[src/hdl/etsf_pkg.sv]
// Shared types and constants for the encoder throttle and switch framer.
// Used by every module of the block; depends on nothing.
`default_nettype none

package etsf_pkg;

   // Operation codes of the input transaction.
   localparam logic [1:0] OP_B_EDGE = 2'd0;
   localparam logic [1:0] OP_A_EDGE = 2'd1;
   localparam logic [1:0] OP_POLL   = 2'd2;

   // Configuration register indexes and reset values.
   localparam int                   CSR_IDX_W         = 8;
   localparam logic [CSR_IDX_W-1:0] CSR_FRAME_START   = 8'd0;
   localparam logic [CSR_IDX_W-1:0] CSR_FRAME_KIND    = 8'd1;
   localparam logic [7:0]           RESET_FRAME_START = 8'hA5;
   localparam logic [7:0]           RESET_FRAME_KIND  = 8'h03;

   // Position value that means the lever is held.
   localparam logic [7:0] POS_HOLD = 8'd255;

   // Frame byte positions.
   localparam int               IDX_W         = 3;
   localparam logic [IDX_W-1:0] BYTE_START    = 3'd0;
   localparam logic [IDX_W-1:0] BYTE_KIND     = 3'd1;
   localparam logic [IDX_W-1:0] BYTE_SIGNALS  = 3'd3;
   localparam logic [IDX_W-1:0] BYTE_NAV      = 3'd4;
   localparam logic [IDX_W-1:0] BYTE_THROTTLE = 3'd6;

   // Frame queue sizing.
   localparam int QUEUE_DEPTH = 4;
   localparam int QPTR_W      = $clog2(QUEUE_DEPTH);
   localparam int QCNT_W      = $clog2(QUEUE_DEPTH + 1);
   // Room for the queue fill plus the two pipeline stages.
   localparam int CREDIT_W    = QCNT_W + 1;

   typedef struct packed {
      logic [4:0] signals;
      logic [4:0] nav;
      logic [7:0] throttle;
   } frame_type;

   typedef struct packed {
      logic      push;
      frame_type data;
   } push_type;

   typedef struct packed {
      logic      valid;
      frame_type data;
   } head_type;

endpackage

`default_nettype wire

[src/hdl/etsf_front.sv]
// Front end: accepts transactions, tracks the encoder count and classifies polls,
// then runs the throttle update pipeline and pushes frame contents. Uses etsf_pkg.
`default_nettype none

module etsf_front (
   input  wire logic                      clock,
   input  wire logic                      reset,
   input  wire logic                      req_valid,
   output logic                           req_stall,
   input  wire logic [1:0]                req_operation,
   input  wire logic [4:0]                req_signal_pins,
   input  wire logic [4:0]                req_nav_pins,
   input  wire logic [etsf_pkg::QCNT_W-1:0] queue_count,
   output etsf_pkg::push_type             push
);

   function automatic logic signed [9:0] wrap_step(input logic [7:0] cur,
                                                   input logic [7:0] want);
      logic signed [9:0] c;
      logic signed [9:0] w;
      logic signed [9:0] up;
      logic signed [9:0] down;
      logic signed [9:0] diff;
      logic signed [9:0] r;
      logic [6:0]        up7;
      logic [6:0]        down7;
      c     = signed'({2'b00, cur});
      w     = signed'({2'b00, want});
      up7   = cur[6:0] + 7'd63;
      down7 = cur[6:0] - 7'd64;
      up    = signed'({3'b000, up7});
      // Below 64 the remainder of a negative value keeps its sign.
      down  = (cur[7] | cur[6]) ? signed'({3'b000, down7}) : (c - 10'sd64);
      diff  = w - c;
      if (up > c) begin
         if ((w <= up && w >= c) || (w < c)) r = diff;
         else r = diff - 10'sd128;
      end else begin
         if ((w <= c && w >= down) || (c < w)) r = diff;
         else r = diff + 10'sd128;
      end
      return r;
   endfunction

   logic accept;
   logic [15:0] edge_count_ff, edge_count_in;
   logic        b_armed_ff, b_armed_in;
   logic [4:0]  prev_signals_ff, prev_signals_in;
   logic [4:0]  prev_nav_ff, prev_nav_in;
   logic [7:0]  prev_position_ff, prev_position_in;
   logic        has_started_ff, has_started_in;
   logic [7:0]  tracked_ff, tracked_in;
   logic [7:0]  throttle_ff, throttle_in;

   logic        s1_valid_ff, s1_valid_in;
   logic [4:0]  s1_signals_ff, s1_signals_in;
   logic [4:0]  s1_nav_ff, s1_nav_in;
   logic        s1_neg_ff, s1_neg_in;
   logic [8:0]  s1_mag_ff, s1_mag_in;

   logic        s2_valid_ff;
   logic [4:0]  s2_signals_ff;
   logic [4:0]  s2_nav_ff;
   logic        s2_neg_ff;
   logic [17:0] s2_square_ff, s2_square_in;

   logic [4:0]  sig;
   logic [4:0]  nav;
   logic [7:0]  pos;
   logic [7:0]  want;
   logic        changed;
   logic signed [9:0] step;
   logic signed [9:0] step_abs;
   logic [18:0] level_sum;
   logic [etsf_pkg::CREDIT_W-1:0] credit;

   // Stall once every queue slot is either filled or claimed by a frame in the pipeline.
   always_comb begin
      credit = etsf_pkg::CREDIT_W'(queue_count) + etsf_pkg::CREDIT_W'(s1_valid_ff)
             + etsf_pkg::CREDIT_W'(s2_valid_ff);
      req_stall = credit >= etsf_pkg::CREDIT_W'(etsf_pkg::QUEUE_DEPTH);
   end

   assign accept = req_valid && !req_stall;

   always_comb begin
      sig = ~req_signal_pins;
      nav = ~req_nav_pins;
      if (edge_count_ff[15]) pos = 8'd0;
      else if (|edge_count_ff[14:8]) pos = 8'd255;
      else pos = edge_count_ff[7:0];
      changed = (sig != prev_signals_ff) || (nav != prev_nav_ff) || (pos != prev_position_ff);
      want = (pos == etsf_pkg::POS_HOLD) ? tracked_ff : pos;
      step = has_started_ff ? wrap_step(tracked_ff, want) : 10'sd0;
      step_abs = step[9] ? -step : step;
   end

   always_comb begin
      edge_count_in    = edge_count_ff;
      b_armed_in       = b_armed_ff;
      prev_signals_in  = prev_signals_ff;
      prev_nav_in      = prev_nav_ff;
      prev_position_in = prev_position_ff;
      has_started_in   = has_started_ff;
      tracked_in       = tracked_ff;
      s1_valid_in      = 1'b0;
      s1_signals_in    = sig;
      s1_nav_in        = nav;
      s1_neg_in        = step[9];
      s1_mag_in        = step_abs[8:0];
      if (accept) begin
         case (req_operation)
            etsf_pkg::OP_B_EDGE: begin
               if (!b_armed_ff) edge_count_in = edge_count_ff + 16'd1;
               else b_armed_in = 1'b0;
            end
            etsf_pkg::OP_A_EDGE: begin
               edge_count_in = edge_count_ff - 16'd1;
               b_armed_in    = 1'b1;
            end
            etsf_pkg::OP_POLL: begin
               prev_signals_in  = sig;
               prev_nav_in      = nav;
               prev_position_in = pos;
               if (changed) begin
                  has_started_in = 1'b1;
                  tracked_in     = want;
                  s1_valid_in    = 1'b1;
               end
            end
            default: begin
            end
         endcase
      end
   end

   assign s2_square_in = {9'd0, s1_mag_ff} * {9'd0, s1_mag_ff};

   // Saturating throttle update in the last stage.
   always_comb begin
      level_sum   = {11'd0, throttle_ff} + {1'b0, s2_square_ff};
      throttle_in = throttle_ff;
      if (s2_valid_ff) begin
         if (s2_neg_ff) begin
            if (s2_square_ff > {10'd0, throttle_ff}) throttle_in = 8'd0;
            else throttle_in = throttle_ff - s2_square_ff[7:0];
         end else begin
            if (level_sum > 19'd255) throttle_in = 8'd255;
            else throttle_in = level_sum[7:0];
         end
      end
   end

   always_comb begin
      push.push          = s2_valid_ff;
      push.data.signals  = s2_signals_ff;
      push.data.nav      = s2_nav_ff;
      push.data.throttle = throttle_in;
   end

   always_ff @(posedge clock) begin
      if (reset) begin
         edge_count_ff    <= '0;
         b_armed_ff       <= 1'b0;
         prev_signals_ff  <= '0;
         prev_nav_ff      <= '0;
         prev_position_ff <= '0;
         has_started_ff   <= 1'b0;
         tracked_ff       <= '0;
         throttle_ff      <= '0;
         s1_valid_ff      <= 1'b0;
         s2_valid_ff      <= 1'b0;
      end else begin
         edge_count_ff    <= edge_count_in;
         b_armed_ff       <= b_armed_in;
         prev_signals_ff  <= prev_signals_in;
         prev_nav_ff      <= prev_nav_in;
         prev_position_ff <= prev_position_in;
         has_started_ff   <= has_started_in;
         tracked_ff       <= tracked_in;
         throttle_ff      <= throttle_in;
         s1_valid_ff      <= s1_valid_in;
         s2_valid_ff      <= s1_valid_ff;
      end
   end

   always_ff @(posedge clock) begin
      s1_signals_ff <= s1_signals_in;
      s1_nav_ff     <= s1_nav_in;
      s1_neg_ff     <= s1_neg_in;
      s1_mag_ff     <= s1_mag_in;
      s2_signals_ff <= s1_signals_ff;
      s2_nav_ff     <= s1_nav_ff;
      s2_neg_ff     <= s1_neg_ff;
      s2_square_ff  <= s2_square_in;
   end

endmodule

`default_nettype wire

[src/hdl/etsf_queue.sv]
// Short frame queue between the front end and the byte serialiser.
// Uses etsf_pkg for the entry type and depth.
`default_nettype none

module etsf_queue (
   input  wire logic                        clock,
   input  wire logic                        reset,
   input  etsf_pkg::push_type               push,
   input  wire logic                        pop,
   output etsf_pkg::head_type               head,
   output logic [etsf_pkg::QCNT_W-1:0]      count
);

   etsf_pkg::frame_type entry_ff [etsf_pkg::QUEUE_DEPTH];
   logic [etsf_pkg::QPTR_W-1:0] wr_ptr_ff, wr_ptr_in;
   logic [etsf_pkg::QPTR_W-1:0] rd_ptr_ff, rd_ptr_in;
   logic [etsf_pkg::QCNT_W-1:0] count_ff, count_in;
   logic                        do_pop;

   // The front end never pushes without a free slot.
   assign do_pop = pop && (count_ff != '0);

   always_comb begin
      wr_ptr_in = push.push ? wr_ptr_ff + etsf_pkg::QPTR_W'(1) : wr_ptr_ff;
      rd_ptr_in = do_pop ? rd_ptr_ff + etsf_pkg::QPTR_W'(1) : rd_ptr_ff;
      count_in  = count_ff + etsf_pkg::QCNT_W'(push.push) - etsf_pkg::QCNT_W'(do_pop);
   end

   always_comb begin
      head.valid = count_ff != '0;
      head.data  = entry_ff[rd_ptr_ff];
      count      = count_ff;
   end

   always_ff @(posedge clock) begin
      if (reset) begin
         wr_ptr_ff <= '0;
         rd_ptr_ff <= '0;
         count_ff  <= '0;
      end else begin
         wr_ptr_ff <= wr_ptr_in;
         rd_ptr_ff <= rd_ptr_in;
         count_ff  <= count_in;
      end
   end

   always_ff @(posedge clock) begin
      if (push.push) entry_ff[wr_ptr_ff] <= push.data;
   end

endmodule

`default_nettype wire

[src/hdl/etsf_back.sv]
// Back end: takes queued frames and sends them out one byte per transaction
// through a registered output stage. Uses etsf_pkg.
`default_nettype none

module etsf_back (
   input  wire logic        clock,
   input  wire logic        reset,
   input  wire logic [7:0]  frame_start,
   input  wire logic [7:0]  frame_kind,
   input  etsf_pkg::head_type head,
   output logic             pop,
   output logic             rsp_valid,
   input  wire logic        rsp_stall,
   output logic [7:0]       rsp_frame_byte,
   output logic             rsp_last_byte
);

   logic                          load;
   logic                          active_ff, active_in;
   logic [etsf_pkg::IDX_W-1:0]    idx_ff, idx_in;
   etsf_pkg::frame_type           frame_ff, frame_in;
   logic                          out_valid_ff, out_valid_in;
   logic [7:0]                    byte_ff, byte_in;
   logic                          last_ff, last_in;
   logic [7:0]                    sel_byte;

   assign load = !out_valid_ff || !rsp_stall;
   assign pop  = load && !active_ff && head.valid;

   // The padding bytes fall to the default arm and are sent as zero.
   always_comb begin
      case (idx_ff)
         etsf_pkg::BYTE_KIND:     sel_byte = frame_kind;
         etsf_pkg::BYTE_SIGNALS:  sel_byte = {3'b000, frame_ff.signals};
         etsf_pkg::BYTE_NAV:      sel_byte = {3'b000, frame_ff.nav};
         etsf_pkg::BYTE_THROTTLE: sel_byte = frame_ff.throttle;
         default:                 sel_byte = 8'd0;
      endcase
   end

   always_comb begin
      active_in    = active_ff;
      idx_in       = idx_ff;
      frame_in     = frame_ff;
      out_valid_in = out_valid_ff;
      byte_in      = byte_ff;
      last_in      = last_ff;
      if (load) begin
         if (active_ff) begin
            out_valid_in = 1'b1;
            byte_in      = sel_byte;
            last_in      = idx_ff == etsf_pkg::BYTE_THROTTLE;
            idx_in       = idx_ff + etsf_pkg::IDX_W'(1);
            if (idx_ff == etsf_pkg::BYTE_THROTTLE) active_in = 1'b0;
         end else if (head.valid) begin
            // The start byte needs no frame data, so it goes out as the entry is taken.
            frame_in     = head.data;
            out_valid_in = 1'b1;
            byte_in      = frame_start;
            last_in      = 1'b0;
            idx_in       = etsf_pkg::BYTE_KIND;
            active_in    = 1'b1;
         end else begin
            out_valid_in = 1'b0;
         end
      end
   end

   always_ff @(posedge clock) begin
      if (reset) begin
         active_ff    <= 1'b0;
         idx_ff       <= etsf_pkg::BYTE_START;
         out_valid_ff <= 1'b0;
      end else begin
         active_ff    <= active_in;
         idx_ff       <= idx_in;
         out_valid_ff <= out_valid_in;
      end
   end

   always_ff @(posedge clock) begin
      frame_ff <= frame_in;
      byte_ff  <= byte_in;
      last_ff  <= last_in;
   end

   assign rsp_valid      = out_valid_ff;
   assign rsp_frame_byte = byte_ff;
   assign rsp_last_byte  = last_ff;

endmodule

`default_nettype wire

[src/hdl/encoder_throttle_switch_framer_core.sv]
// Top level of the encoder throttle and switch framer: configuration registers
// and the front end, frame queue and back end. Uses etsf_pkg and all etsf_ modules.
//
// The block takes one transaction per cycle while req_stall is low. Encoder edges
// update the count in the cycle they are accepted; a poll that changes anything goes
// through the throttle pipeline (wrap step, square, saturating add) into a four-entry
// frame queue; the byte serialiser sends the seven bytes in turn and sets the sustained
// rate, as it takes a new frame only after the last byte of the one before. The first
// byte passes the s1 and s2 registers, the queue and the output register. req_stall
// rises only when the queue and the pipeline together hold four frames. Configuration
// writes are always ready and take effect on the next frame byte that uses them.
`default_nettype none

module encoder_throttle_switch_framer_core (
   input  wire logic                            clock,
   input  wire logic                            reset,
   input  wire logic                            req_valid,
   output logic                                 req_stall,
   input  wire logic [1:0]                      req_operation,
   input  wire logic [4:0]                      req_signal_pins,
   input  wire logic [4:0]                      req_nav_pins,
   output logic                                 rsp_valid,
   input  wire logic                            rsp_stall,
   output logic [7:0]                           rsp_frame_byte,
   output logic                                 rsp_last_byte,
   input  wire logic                            csr_valid,
   output logic                                 csr_ready,
   input  wire logic [etsf_pkg::CSR_IDX_W-1:0]  csr_index,
   input  wire logic [7:0]                      csr_data
);

   logic [7:0] frame_start_ff, frame_start_in;
   logic [7:0] frame_kind_ff, frame_kind_in;
   logic       csr_write;

   etsf_pkg::push_type           push;
   etsf_pkg::head_type           head;
   logic                         pop;
   logic [etsf_pkg::QCNT_W-1:0]  queue_count;

   assign csr_ready = 1'b1;
   assign csr_write = csr_valid && csr_ready;

   always_comb begin
      frame_start_in = frame_start_ff;
      frame_kind_in  = frame_kind_ff;
      if (csr_write) begin
         case (csr_index)
            etsf_pkg::CSR_FRAME_START: frame_start_in = csr_data;
            etsf_pkg::CSR_FRAME_KIND:  frame_kind_in  = csr_data;
            default: begin
            end
         endcase
      end
   end

   always_ff @(posedge clock) begin
      if (reset) begin
         frame_start_ff <= etsf_pkg::RESET_FRAME_START;
         frame_kind_ff  <= etsf_pkg::RESET_FRAME_KIND;
      end else begin
         frame_start_ff <= frame_start_in;
         frame_kind_ff  <= frame_kind_in;
      end
   end

   etsf_front u_front (
      .clock           (clock),
      .reset           (reset),
      .req_valid       (req_valid),
      .req_stall       (req_stall),
      .req_operation   (req_operation),
      .req_signal_pins (req_signal_pins),
      .req_nav_pins    (req_nav_pins),
      .queue_count     (queue_count),
      .push            (push)
   );

   etsf_queue u_queue (
      .clock (clock),
      .reset (reset),
      .push  (push),
      .pop   (pop),
      .head  (head),
      .count (queue_count)
   );

   etsf_back u_back (
      .clock          (clock),
      .reset          (reset),
      .frame_start    (frame_start_ff),
      .frame_kind     (frame_kind_ff),
      .head           (head),
      .pop            (pop),
      .rsp_valid      (rsp_valid),
      .rsp_stall      (rsp_stall),
      .rsp_frame_byte (rsp_frame_byte),
      .rsp_last_byte  (rsp_last_byte)
   );

endmodule

`default_nettype wire
[config.mk]
export PLATFORM = sky130hd
export DESIGN_NAME = encoder_throttle_switch_framer_core
export DESIGN_NICKNAME = d
export VERILOG_FILES = /design/src/hdl/etsf_pkg.sv /design/src/hdl/etsf_front.sv /design/src/hdl/etsf_queue.sv /design/src/hdl/etsf_back.sv /design/src/hdl/encoder_throttle_switch_framer_core.sv
export SDC_FILE = /design/constraint.sdc
export NUM_CORES = 1
export LEC_CHECK = 0
export BUFFER_PORTS_ARGS = -buffer_cell sky130_fd_sc_hd__buf_2
export CORE_MARGIN = 5
export CORE_UTILIZATION = 60
export DETAILED_ROUTE_END_ITERATION = 7
export PLACE_DENSITY = 0.81
export SYNTH_ARGS = -nofsm -noshare
export SYNTH_HDL_FRONTEND = slang
export SYNTH_SLANG_ARGS = --single-unit
[constraint.sdc]
create_clock -name clock -period 6.4 [get_ports clock]
set_clock_uncertainty 0.1 [all_clocks]
set_input_delay 1.28 -clock clock [delete_from_list [all_inputs] [get_ports clock]]
set_output_delay 1.28 -clock clock [all_outputs]
set_load 0.02 [all_outputs]
Yosys cells after proc, flatten, opt, wreduce, memory -nomap -nowiden
Memory sizes are Yosys's and may differ from the RTL's. A register that Yosys moved wholly into a read port is not among the register bits.
Cells that the tools add are included.
{"block": "word_totals", "reg_bits": 140, "mem_bits_rw": 72, "inputBits": 33, "output_inout_bits": 12, "word_cells": 136, "memories": 1}
{"block": "classes", "n_addsub": 18, "n_mul": 1, "n_lt_le_gt_ge": 10, "n_eq_ne": 12, "n_mux": 30, "bitwise_logic": 6, "reduce_logical": 30}
{"name": "u_queue.entry_ff", "words": 4, "width": 18, "read_ports": 1, "rd_ports_with_merged_regs": 1, "wr": 1, "line_no": "etsf_queue.sv:14", "text": "etsf_pkg::frame_type entry_ff [etsf_pkg::QUEUE_DEPTH];"}
{"cell": "$mux 8", "n": 9}
{"cell": "$mux 10", "n": 5}
{"cell": "$pmux 16 s2", "n": 1}
{"cell": "$pmux 8 s4", "n": 1}
{"cell": "$add 8x18->19", "n": 1}
{"cell": "$gt 19x8->1 const B", "n": 1}
{"cell": "$gt 18x8->1", "n": 1}
{"cell": "$mul 9x9->18", "n": 1}
{"cell": "$add 16x1->16 const B", "n": 1}
{"cell": "$lt 8x8->1", "n": 2}
{"cell": "$mux 16", "n": 1}
{"cell": "$sub 16x1->16 const B", "n": 1}
{"cell": "$add 10x9->10 const B", "n": 1}
{"cell": "$ge 9x10->1", "n": 1}
{"cell": "$ne 5x5->1", "n": 2}
{"cell": "$not 5->5", "n": 2}
{"cell": "$reduce_and 2->1", "n": 5}
{"cell": "$sub 10x9->10 const B", "n": 1}
{"cell": "$mux 1", "n": 9}
{"cell": "$mux 9", "n": 1}
{"cell": "$neg 9->9", "n": 1}
{"cell": "$reduce_and 3->1", "n": 3}
{"cell": "$sub 8x7->9 const B", "n": 1}
{"cell": "$sub 8x8->9", "n": 1}
{"cell": "other kinds (36)", "n": 54}

Longest topological paths before layout
Gate-level depths: netlist (run 1).
{"block": "logic_depth", "word_depth": 13, "depth_mapped": 22, "mapped_depth_nobuf": 20}

Cells and area by module
Synthesis (run 1) repeated with hierarchy kept, for this count alone.
{"block": "hier_totals", "cells_unflattened": 1290, "area_unflattened_um2": 13406.6}
{"module": "etsf_front", "instances": 1, "cells_per_inst": 980, "area_each_um2": 8172.8, "seq_area_each_um2": 2042.0}
{"module": "etsf_queue", "instances": 1, "cells_per_inst": 139, "area_each_um2": 3109.2, "seq_area_each_um2": 2342.2}
{"module": "etsf_back", "instances": 1, "cells_per_inst": 97, "area_each_um2": 1378.8, "seq_area_each_um2": 910.9}
{"module": "encoder_throttle_switch_framer_core", "instances": 1, "cells_per_inst": 74, "area_each_um2": 745.7, "seq_area_each_um2": 320.3}

Worst setup path after synthesis (run 1)
Ideal clock, no wire load.
{"block": "synth_timing", "path_kind": "register to register", "startpoint": "register u_front.s1_mag_ff[6]", "endpoint": "register u_front.s2_square_ff[16]", "setup_ps": 72, "arrival_ps": 4439, "t_required_ps": 6228, "path_slack_ps": 1789, "stages_incl_launch_ff": 18, "path_buffers": 1, "period_less_slack_ps": 4611, "cell_sequence": "dfxtp_1 > clkbuf_1 > and2_1 > fa_1 > fa_1 > inv_1 > fa_1 > fa_1 > inv_1 > ha_1 > o21ai_0 > nand2b_1 > a21o_1 > a21o_1 > a21o_1 > a41o_1 > o41ai_1 > xnor2_1"}
{"block": "synth_between", "elab_chain_cells": 1}
{"item": "start: declaration", "line_no": "etsf_front.sv:59", "text": "logic [8:0] s1_mag_ff, s1_mag_in;"}
{"item": "start signal: assignment", "line_no": "etsf_front.sv:191", "text": "s1_mag_ff <= s1_mag_in;"}
{"item": "$mul 9x9->18", "line_no": "etsf_front.sv:137", "text": "assign s2_square_in = {9'd0, s1_mag_ff} * {9'd0, s1_mag_ff};"}
{"item": "via u_front.s2_square_in[16]", "line_no": "etsf_front.sv:65", "text": "logic [17:0] s2_square_ff, s2_square_in;"}
{"item": "end signal: assignment", "line_no": "etsf_front.sv:195", "text": "s2_square_ff <= s2_square_in;"}
{"item": "end: declaration", "line_no": "etsf_front.sv:65"}
The timed path passes the listed nets, and every way through them passes these cells.
A chain may end at the register's enable or synchronous reset.

Final worst setup path (run 1)
{"block": "layout_timing", "startpoint": "register u_front.s1_mag_ff[5]", "endpoint": "register u_front.s2_square_ff[17]"}
The elaborated chain is that of the path after synthesis.

==> results of run 1 <==
[flip-flops by register name, indices dropped and copies added (netlist names), 3 cells and up]
register                  cells
u_front.throttle_ff           8
u_front.edge_count_ff        16
u_front.prev_signals_ff       5
u_front.s2_signals_ff         5
u_front.prev_nav_ff           5
u_queue.count                 3
u_front.tracked_ff            8
u_front.s2_nav_ff             5
u_front.s1_nav_ff             5
frame_start_ff                8
u_front.prev_position_ff      8
u_back.idx_ff                 3
u_front.s1_mag_ff             9
u_front.s2_square_ff         17
u_back.frame_ff              18
u_queue.entry_ff             72
u_front.s1_signals_ff         5
u_back.rsp_frame_byte         8
frame_kind_ff                 8
[cell usage in the layout, fill, tap and decap left out, types with 41 or more instances in the layout]
cell type	netlist	routed
sky130_fd_sc_hd__edfxtp_1	99	99
sky130_fd_sc_hd__nor2_1	96	96
sky130_fd_sc_hd__ha_1	105	105
sky130_fd_sc_hd__dfxtp_1	130	130
sky130_fd_sc_hd__and2_1	41	41
sky130_fd_sc_hd__buf_2	1	43
sky130_fd_sc_hd__a21oi_1	67	67
sky130_fd_sc_hd__nand2_1	90	90
sky130_fd_sc_hd__xnor2_1	44	44
sky130_fd_sc_hd__inv_1	116	116
[layout make-up]
cell class / instances / area (um2) / area share (%)
Clock buffer: 25 / 614 / 4.29
Sequential cell: 229 / 5580 / 39.0
Timing Repair Buffer: 48 / 253 / 1.77
Multi-Input combinational cell: 868 / 6890 / 48.2
Tap cell: 280 / 350 / 2.45
Inverter: 116 / 435 / 3.04
Clock inverter: 18 / 188 / 1.31
[report_power, final]
part	switching, uW	internal (uW)
logic	903	637
registers	174	1740
clock network	568	824
[metal layers]
layer	vias up	part of all wire [%]	GRT usage, %
li1	4504	-	-
met3	32	4.6	2.68
met1	4415	43	27.5
met4	0	1.5	3.94
met5	-	0	0
met2	220	51	38.7
[synth_stat cells (4+ instances only)]
library cell,n,area (um2)
sky130_fd_sc_hd__or2_2,5,31.3
sky130_fd_sc_hd__a211oi_1,19,143
sky130_fd_sc_hd__xnor2_1,44,385
sky130_fd_sc_hd__and2_1,41,257
sky130_fd_sc_hd__o221a_1,4,45.0
sky130_fd_sc_hd__inv_1,116,435
sky130_fd_sc_hd__nor4_1,4,25.0
sky130_fd_sc_hd__dfxtp_1,130,2600
sky130_fd_sc_hd__nand2b_1,11,68.8
sky130_fd_sc_hd__nor2_1,96,360
sky130_fd_sc_hd__nand2_1,90,338
sky130_fd_sc_hd__xor2_1,16,140
sky130_fd_sc_hd__edfxtp_1,99,2970
sky130_fd_sc_hd__a32oi_1,5,43.8
sky130_fd_sc_hd__a21oi_1,67,335
sky130_fd_sc_hd__o211ai_1,6,45.0
sky130_fd_sc_hd__o22ai_1,10,62.6
sky130_fd_sc_hd__o22a_1,5,43.8
sky130_fd_sc_hd__nor2b_1,15,93.8
sky130_fd_sc_hd__nand4_1,9,56.3
sky130_fd_sc_hd__o21ai_1,7,35.0
sky130_fd_sc_hd__a31oi_1,9,56.3
sky130_fd_sc_hd__a311oi_1,6,52.6
sky130_fd_sc_hd__ha_1,105,1310
sky130_fd_sc_hd__a221oi_1,7,61.3
sky130_fd_sc_hd__nor3_1,27,135
sky130_fd_sc_hd__o31ai_1,6,45.0
sky130_fd_sc_hd__mux4_2,18,405
sky130_fd_sc_hd__mux2i_1,24,240
sky130_fd_sc_hd__fa_1,37,741
sky130_fd_sc_hd__o21ai_0,26,130
sky130_fd_sc_hd__clkbuf_1,29,109
sky130_fd_sc_hd__and3_1,11,68.8
sky130_fd_sc_hd__nand3_1,22,110
sky130_fd_sc_hd__or3_1,8,50.1
sky130_fd_sc_hd__o21a_1,15,113
sky130_fd_sc_hd__buf_6,7,78.8
sky130_fd_sc_hd__a21o_1,21,158
[worst max-delay path by stage]
stage,endpoint,depth (start not counted),from,slack [ns]
2_1_floorplan,u_front.s2_square_ff[16],17,u_front.s1_mag_ff[6],1.79
3_3_place_gp,u_front.s2_square_ff[17],19,u_front.s1_mag_ff[5],1.73
3_5_place_dp,u_front.s2_square_ff[17],19,u_front.s1_mag_ff[5],1.57
4_1_cts,u_front.s2_square_ff[17],19,u_front.s1_mag_ff[5],1.55
5_1_grt,u_front.s2_square_ff[17],19,u_front.s1_mag_ff[5],1.23
6_report,u_front.s2_square_ff[17],19,u_front.s1_mag_ff[5],1.57
[cells by family (layout without fill, tap and decap cells)]
family	count (synthesis)	count (layout)	share of synthesized area, %
other	1	1	0.0285
multiplexers	44	44	5.08
AND/OR/NAND/NOR	373	373	14.6
AO/OA/AOI/OAI	248	248	13.1
adder cells (fa/ha/maj)	142	142	15.6
XOR/XNOR	60	60	4.00
flip-flops	229	229	42.4
buffers and inverters	159	207	5.18
[per-stage QoR]
step / hold slack [ns] / cells / total power (uW) / instance area (um2) / setup slack, ns
floorplan: 0.210 / 1256 / 3120 / 13100 / 1.79
global placement: 0.211 / 1541 / 3400 / 13500 / 1.73
detailed placement: 0.212 / 1541 / 3460 / 13500 / 1.57
CTS: 0.209 / 1584 / 4870 / 14300 / 1.55
global route: 0.224 / 1584 / 5140 / 14300 / 1.23
finish: 0.211 / 1584 / 4850 / 14300 / 1.57
==> metrics.log, run 1 <==
[metrics] number of setup buffers added after CTS: 0
[metrics] post-detailed-routing wire length: between 20000 and 30000 um
[metrics] clock insertion delay at the later pin of the skew report: roughly 0.52 ns
[metrics] share of layout cells above drive strength 1: between 10% and 20%
[metrics] number of enable flip-flop cells after synthesis: a little under 100
[metrics] TritonRoute pass-1 iters: 5
[metrics] CP peak stage delay: between 0.5 and 0.6 ns
[metrics] Most used DFF post-synth: sky130_fd_sc_hd__dfxtp_1
[metrics] clock sinks: ~230
[metrics] ports placed on the boundary: between 40 and 50
[metrics] RSZ-0062 raised after global routing: false
[metrics] DR vias/cell: 5.79
[metrics] worst hold path depth: 0
[metrics] Worst Hold Class: reg2reg
[metrics] initial antenna violation count: 0
[metrics] slowest CP cell: sky130_fd_sc_hd__fa_1
[metrics] crit path time final: ~4.8 ns
[metrics] via count of the first global-routing pass: about 9000
[metrics] number of maximum-capacitance violations: 0
[metrics] Worst Path Required: ~6.7 ns
[metrics] Synth Warn #: 0
[metrics] R2R Path Start: u_front.s1_mag_ff[5]
[metrics] CP max FO: 10
[metrics] die boundary height: ~160 um
[metrics] total of hold buffers inserted after clock tree synthesis: 0
[metrics] synthesized area: about 0.013 mm2
[metrics] critical path class: reg2reg
[metrics] post-route DRC violation count: 0
[metrics] Detail Placement HPWL: roughly 19000 um
[metrics] NumNets Final: 1462
[metrics] syn avg cell area: 10.5 um2
[metrics] worst-margin pin slew: between 1 and 1.5 ns
[metrics] cell class contributing the biggest share of worst-path delay: adder cells
[metrics] Power Dens Cells: 339 mW/mm2
[metrics] maximum count of clock buffers along a single path: 3
[metrics] antenna-violating nets left: 0
[metrics] final hold violation count: 0
[metrics] clock transition time at the flip-flop clock pins of the worst setup and hold paths: about 0.060 ns
[metrics] worst max-slew margin expressed relative to the limit: 31.3%
[metrics] routed wire length per instance: ~17 um
[metrics] count of endpoints failing setup in the final report: 0
[metrics] Congestion Overflow GR: 0
[metrics] status: finished clean
[metrics] synthesis-stage register bit count: 229
[metrics] number of buffer cells added on primary ports: 43
[metrics] Final period util: between 70% and 80%
[metrics] GPL Wtd Cong: ~0.90
[metrics] TritonCTS clock tree: done
[metrics] Worst IR Drop VDD: around 0.24 mV
[metrics] arrival time of the worst setup path: 5.17 ns
[metrics] cell seen most often among critical-path stages: sky130_fd_sc_hd__inv_1
[metrics] pin count of the biggest net entering global routing: a little over 60
[metrics] R2R setup slack: ~1.6 ns
[metrics] number of buffer and inverter stages on the critical path: 4
[metrics] Iteration-0 DRC Markers: about 640
[metrics] total negative setup slack: 0 ns
[metrics] timing-limited maximum frequency: slightly above 0.2 GHz
[metrics] TritonCTS Buffers: 24
[metrics] net count of the mapped netlist: 1431
[metrics] end of the worst register-to-register path: u_front.s2_square_ff[17]
[metrics] post-synthesis to final-layout area growth: 8.86%
[metrics] Critical Path Source Type: flop
[metrics] hold path start: u_front.s1_signals_ff[3]
[metrics] total inserted antenna cells: 0
[metrics] post-route core utilization: approximately 66%
[metrics] sort of element at the end of the critical path: flop
[metrics] worst-path cell chain: and2_1, fa_1, inv_1, fa_1, inv_1, ha_1, inv_1, fa_1, inv_1, ha_1, a21o_1, a21oi_1, nor2b_1, o21ai_0, a21oi_1, a211o_1, a31o_2, a21oi_1, xor2_1
[metrics] fin. max-slew vios: 0
[metrics] first-pass GRT wire length: approximately 44000 um
[metrics] Cells after Synth: between 1000 and 1500
[metrics] routed via count: about 9000
[metrics] number of filler cells placed in the layout: around 1600
[metrics] clock root buffer master: sky130_fd_sc_hd__clkbuf_16
[metrics] cells resized by post-CTS repair: 0
[metrics] Core Region: approximately 0.022 mm2
[metrics] starting density of the core: about three fifths
[metrics] portion of the post-synthesis area used by sequential elements: a little over two fifths
[metrics] H-Tree Level Count: 1
[metrics] floorplan die width: approximately 160 um
[metrics] overall fraction of global-route tracks in use: between 20% and 30%
[metrics] Hold Path Sink: u_front.s2_signals_ff[3]
[metrics] number of placement rows: 54
[metrics] reg2reg path depth: 19
[metrics] async set-or-reset flop fraction in the synthesized netlist: 0%
[metrics] number of different library cells in the post-synthesis netlist: just over 90
[metrics] leakage dissipation: about 0.006 uW
[metrics] die outline area: approximately 0.025 mm2
Power figures use the tool's default switching activity.
==> run 2: changes to the inputs <==
--- a/config.mk
+++ b/config.mk
@@ -7,7 +7,7 @@
 export LEC_CHECK = 0
 export BUFFER_PORTS_ARGS = -buffer_cell sky130_fd_sc_hd__buf_2
 export CORE_MARGIN = 5
-export CORE_UTILIZATION = 60
+export CORE_UTILIZATION = 57
 export DETAILED_ROUTE_END_ITERATION = 7
 export PLACE_DENSITY = 0.81
 export SYNTH_ARGS = -nofsm -noshare
==> constraint.sdc (replaced) <==
create_clock -name clock -period 4.1 [get_ports clock]
set_clock_uncertainty 0.1 [all_clocks]
set_input_delay 0.82 -clock clock [delete_from_list [all_inputs] [get_ports clock]]
set_output_delay 0.82 -clock clock [all_outputs]
set_load 0.02 [all_outputs]
==> metrics.log, run 2 (synthesis gave the netlist of run 1 again) <==
[metrics] status: finished with violations
[metrics] failing checks: negative setup slack
[metrics] R2R setup slack: -0.26 ns
[metrics] TritonCTS Buffers: 24
[metrics] first-pass GRT wire length: ~47000 um
[metrics] overall fraction of global-route tracks in use: between 20% and 30%
[metrics] clock insertion delay at the later pin of the skew report: roughly 0.52 ns
[metrics] starting density of the core: 58.1%
[metrics] number of buffer cells added on primary ports: 43
[metrics] maximum count of clock buffers along a single path: 3
[metrics] Critical Path Source Type: flop
[metrics] most common cell after layout, fill and taps aside: sky130_fd_sc_hd__dfxtp_1
[metrics] post-route DRC violation count: 0
[metrics] total negative setup slack: -0.638 ns
[metrics] TritonCTS clock tree: done
[metrics] timing-limited maximum frequency: roughly 0.23 GHz
[metrics] crit path time final: 4.36 ns
[metrics] number of flip-flops under the largest register name: approximately 70
[metrics] hold path start: u_front.s1_signals_ff[1]
[metrics] DR vias/cell: just under 6
[metrics] antenna-violating nets left: 0
[metrics] H-Tree Level Count: 1
[metrics] met1 capacity usage during global routing: between 20% and 30%
[metrics] fin. max-slew vios: 0
[metrics] Congestion Overflow GR: 0
[metrics] Core Region: between 0.02 and 0.025 mm2
[metrics] sort of element at the end of the critical path: flop
[metrics] worst setup slack after layout: -0.255 ns
[metrics] ports placed on the boundary: 45
[metrics] pin count of the biggest net entering global routing: 71
[metrics] Hold Path Sink: u_front.s2_signals_ff[1]
[metrics] clock transition time at the flip-flop clock pins of the worst setup and hold paths: approximately 0.06 ns
[metrics] CP max FO: 4
[metrics] Final Cell Area: roughly 0.015 mm2
[metrics] Worst Path Required: approximately 4.5 ns
[metrics] clock sinks: ~230
[metrics] post-route core utilization: 67.4%
[metrics] post-synthesis to final-layout area growth: 16.1%
[metrics] largest registers: u_queue.entry_ff x72, u_back.frame_ff x18, u_front.s2_square_ff x17
[metrics] count of endpoints failing setup in the final report: 5
[metrics] RSZ-0062 raised after global routing: true
[metrics] Worst IR Drop VDD: about 0.30 mV
[metrics] final hold violation count: 0
[metrics] fraction of met3 tracks used by global routing: 3.32%
[metrics] arrival time of the worst setup path: ~4.7 ns
[metrics] met2 track utilization from global routing: just under 40%
[metrics] worst hold path depth: 0
[metrics] register bank with the most flops: u_queue.entry_ff
[metrics] via count of the first global-routing pass: roughly 9800
[metrics] initial antenna violation count: 0
[metrics] Iteration-0 DRC Markers: around 730
[metrics] end of the worst register-to-register path: u_front.s2_square_ff[17]
[metrics] worst max-slew margin expressed relative to the limit: 19.2%
[metrics] total inserted antenna cells: 0
[metrics] share of layout cells above drive strength 1: 20.2%
[metrics] clock root buffer master: sky130_fd_sc_hd__clkbuf_16
[metrics] floorplan die width: 162 um
[metrics] Power Dens Cells: about 540 mW/mm2
[metrics] critical path class: reg2reg
[metrics] TritonRoute pass-1 iters: 5
[metrics] Worst Hold Class: reg2reg
[metrics] Detail Placement HPWL: about 19000 um
[metrics] die outline area: about 0.026 mm2
[metrics] worst hold margin: ~0.23 ns
[metrics] die boundary height: 162 um
[metrics] Pwr Total: ~8200 uW
[metrics] reg2reg path depth: 19
[metrics] NumNets Final: roughly 1500
[metrics] Final period util: 106%
[metrics] busiest metal layer after global routing: met2
[metrics] number of placement rows: 55
[metrics] post-detailed-routing wire length: ~29000 um
[metrics] routed via count: ~9800
[metrics] leakage dissipation: about 0.0065 uW
[metrics] R2R Path Start: u_front.s1_mag_ff[5]
[metrics] highest-count cells in the layout ignoring fill and taps: sky130_fd_sc_hd__dfxtp_1, sky130_fd_sc_hd__inv_1, sky130_fd_sc_hd__edfxtp_1
[metrics] worst-margin pin slew: 1.21 ns
[metrics] DP Area: 0.0140 mm2
[metrics] number of maximum-capacitance violations: 0
[metrics] number of filler cells placed in the layout: around 1600
[metrics] GPL Wtd Cong: a little under 0.9
[metrics] routed wire length per instance: about 17 um
run 2: area by class of cell:
| class | count | area (um2) | area share, % |
|---|---|---|---|
| Clock buffer | 28 | 636 | 4.16 |
| Tap cell | 285 | 357 | 2.34 |
| Sequential cell | 229 | 5600 | 36.7 |
| Timing Repair Buffer | 128 | 865 | 5.66 |
| Inverter | 116 | 435 | 2.85 |
| Clock inverter | 16 | 225 | 1.48 |
| Multi-Input combinational cell | 868 | 7150 | 46.8 |
run 2: worst max-delay path by stage:
stage                               from                       end  slack (ns)  cells after the start
floorplan           u_front.s1_mag_ff[3]  u_front.s2_square_ff[17]       -0.17                     19
global placement    u_front.s1_mag_ff[1]  u_front.s2_square_ff[16]       -0.21                     16
detailed placement  u_front.s1_mag_ff[3]  u_front.s2_square_ff[17]       -0.30                     19
CTS                 u_front.s1_mag_ff[5]  u_front.s2_square_ff[17]       -0.22                     19
global route        u_front.s1_mag_ff[5]  u_front.s2_square_ff[17]       -0.44                     19
finish              u_front.s1_mag_ff[5]  u_front.s2_square_ff[17]       -0.26                     19
run 2: stage by stage:
stage	setup WS, ns	std cells
global placement	-0.212	1607
detailed placement	-0.296	1607
finish	-0.255	1670
floorplan	-0.172	1256
global route	-0.435	1670
CTS	-0.219	1659
run 2: layer usage:
layer  vias to the layer above  share of wire, %
met5                         -                 0
met1                      4676                42
met4                         0               2.7
met3                        81               5.5
met2                       318                50
li1                       4681                 -
run 2: power by group:
part	leakage, uW	switching, uW	internal [uW]
combinational	0.00410	1610	1290
sequential	0.00198	248	2720
clock	0.000417	912	1430
run 2: what timing repair did:
| action | in CTS | in global routing |
|---|---|---|
| setup endpoints to repair | 4 | 18 |
| pin swaps | 10 | 24 |
| hold buffers | 0 | 0 |
| setup buffers | 8 | 11 |
| resized for setup | 3 | 55 |
run 2: worst max-delay path, stage by stage, from the launching register on:
cell and delay, ns:
sky130_fd_sc_hd__dfxtp_2 0.33, sky130_fd_sc_hd__and2_4 0.16, sky130_fd_sc_hd__fa_1 0.57, sky130_fd_sc_hd__inv_1 0.06, sky130_fd_sc_hd__fa_1 0.49, sky130_fd_sc_hd__inv_2 0.04, sky130_fd_sc_hd__ha_4 0.25, sky130_fd_sc_hd__inv_2 0.03
sky130_fd_sc_hd__fa_1 0.50, sky130_fd_sc_hd__inv_1 0.05, sky130_fd_sc_hd__ha_1 0.27, sky130_fd_sc_hd__a21o_1 0.17, sky130_fd_sc_hd__a21oi_2 0.14, sky130_fd_sc_hd__nor2b_1 0.08, sky130_fd_sc_hd__o21ai_2 0.17, sky130_fd_sc_hd__a21oi_2 0.08
sky130_fd_sc_hd__a211o_1 0.31, sky130_fd_sc_hd__a31o_2 0.21, sky130_fd_sc_hd__a21oi_2 0.12, sky130_fd_sc_hd__xor2_1 0.15
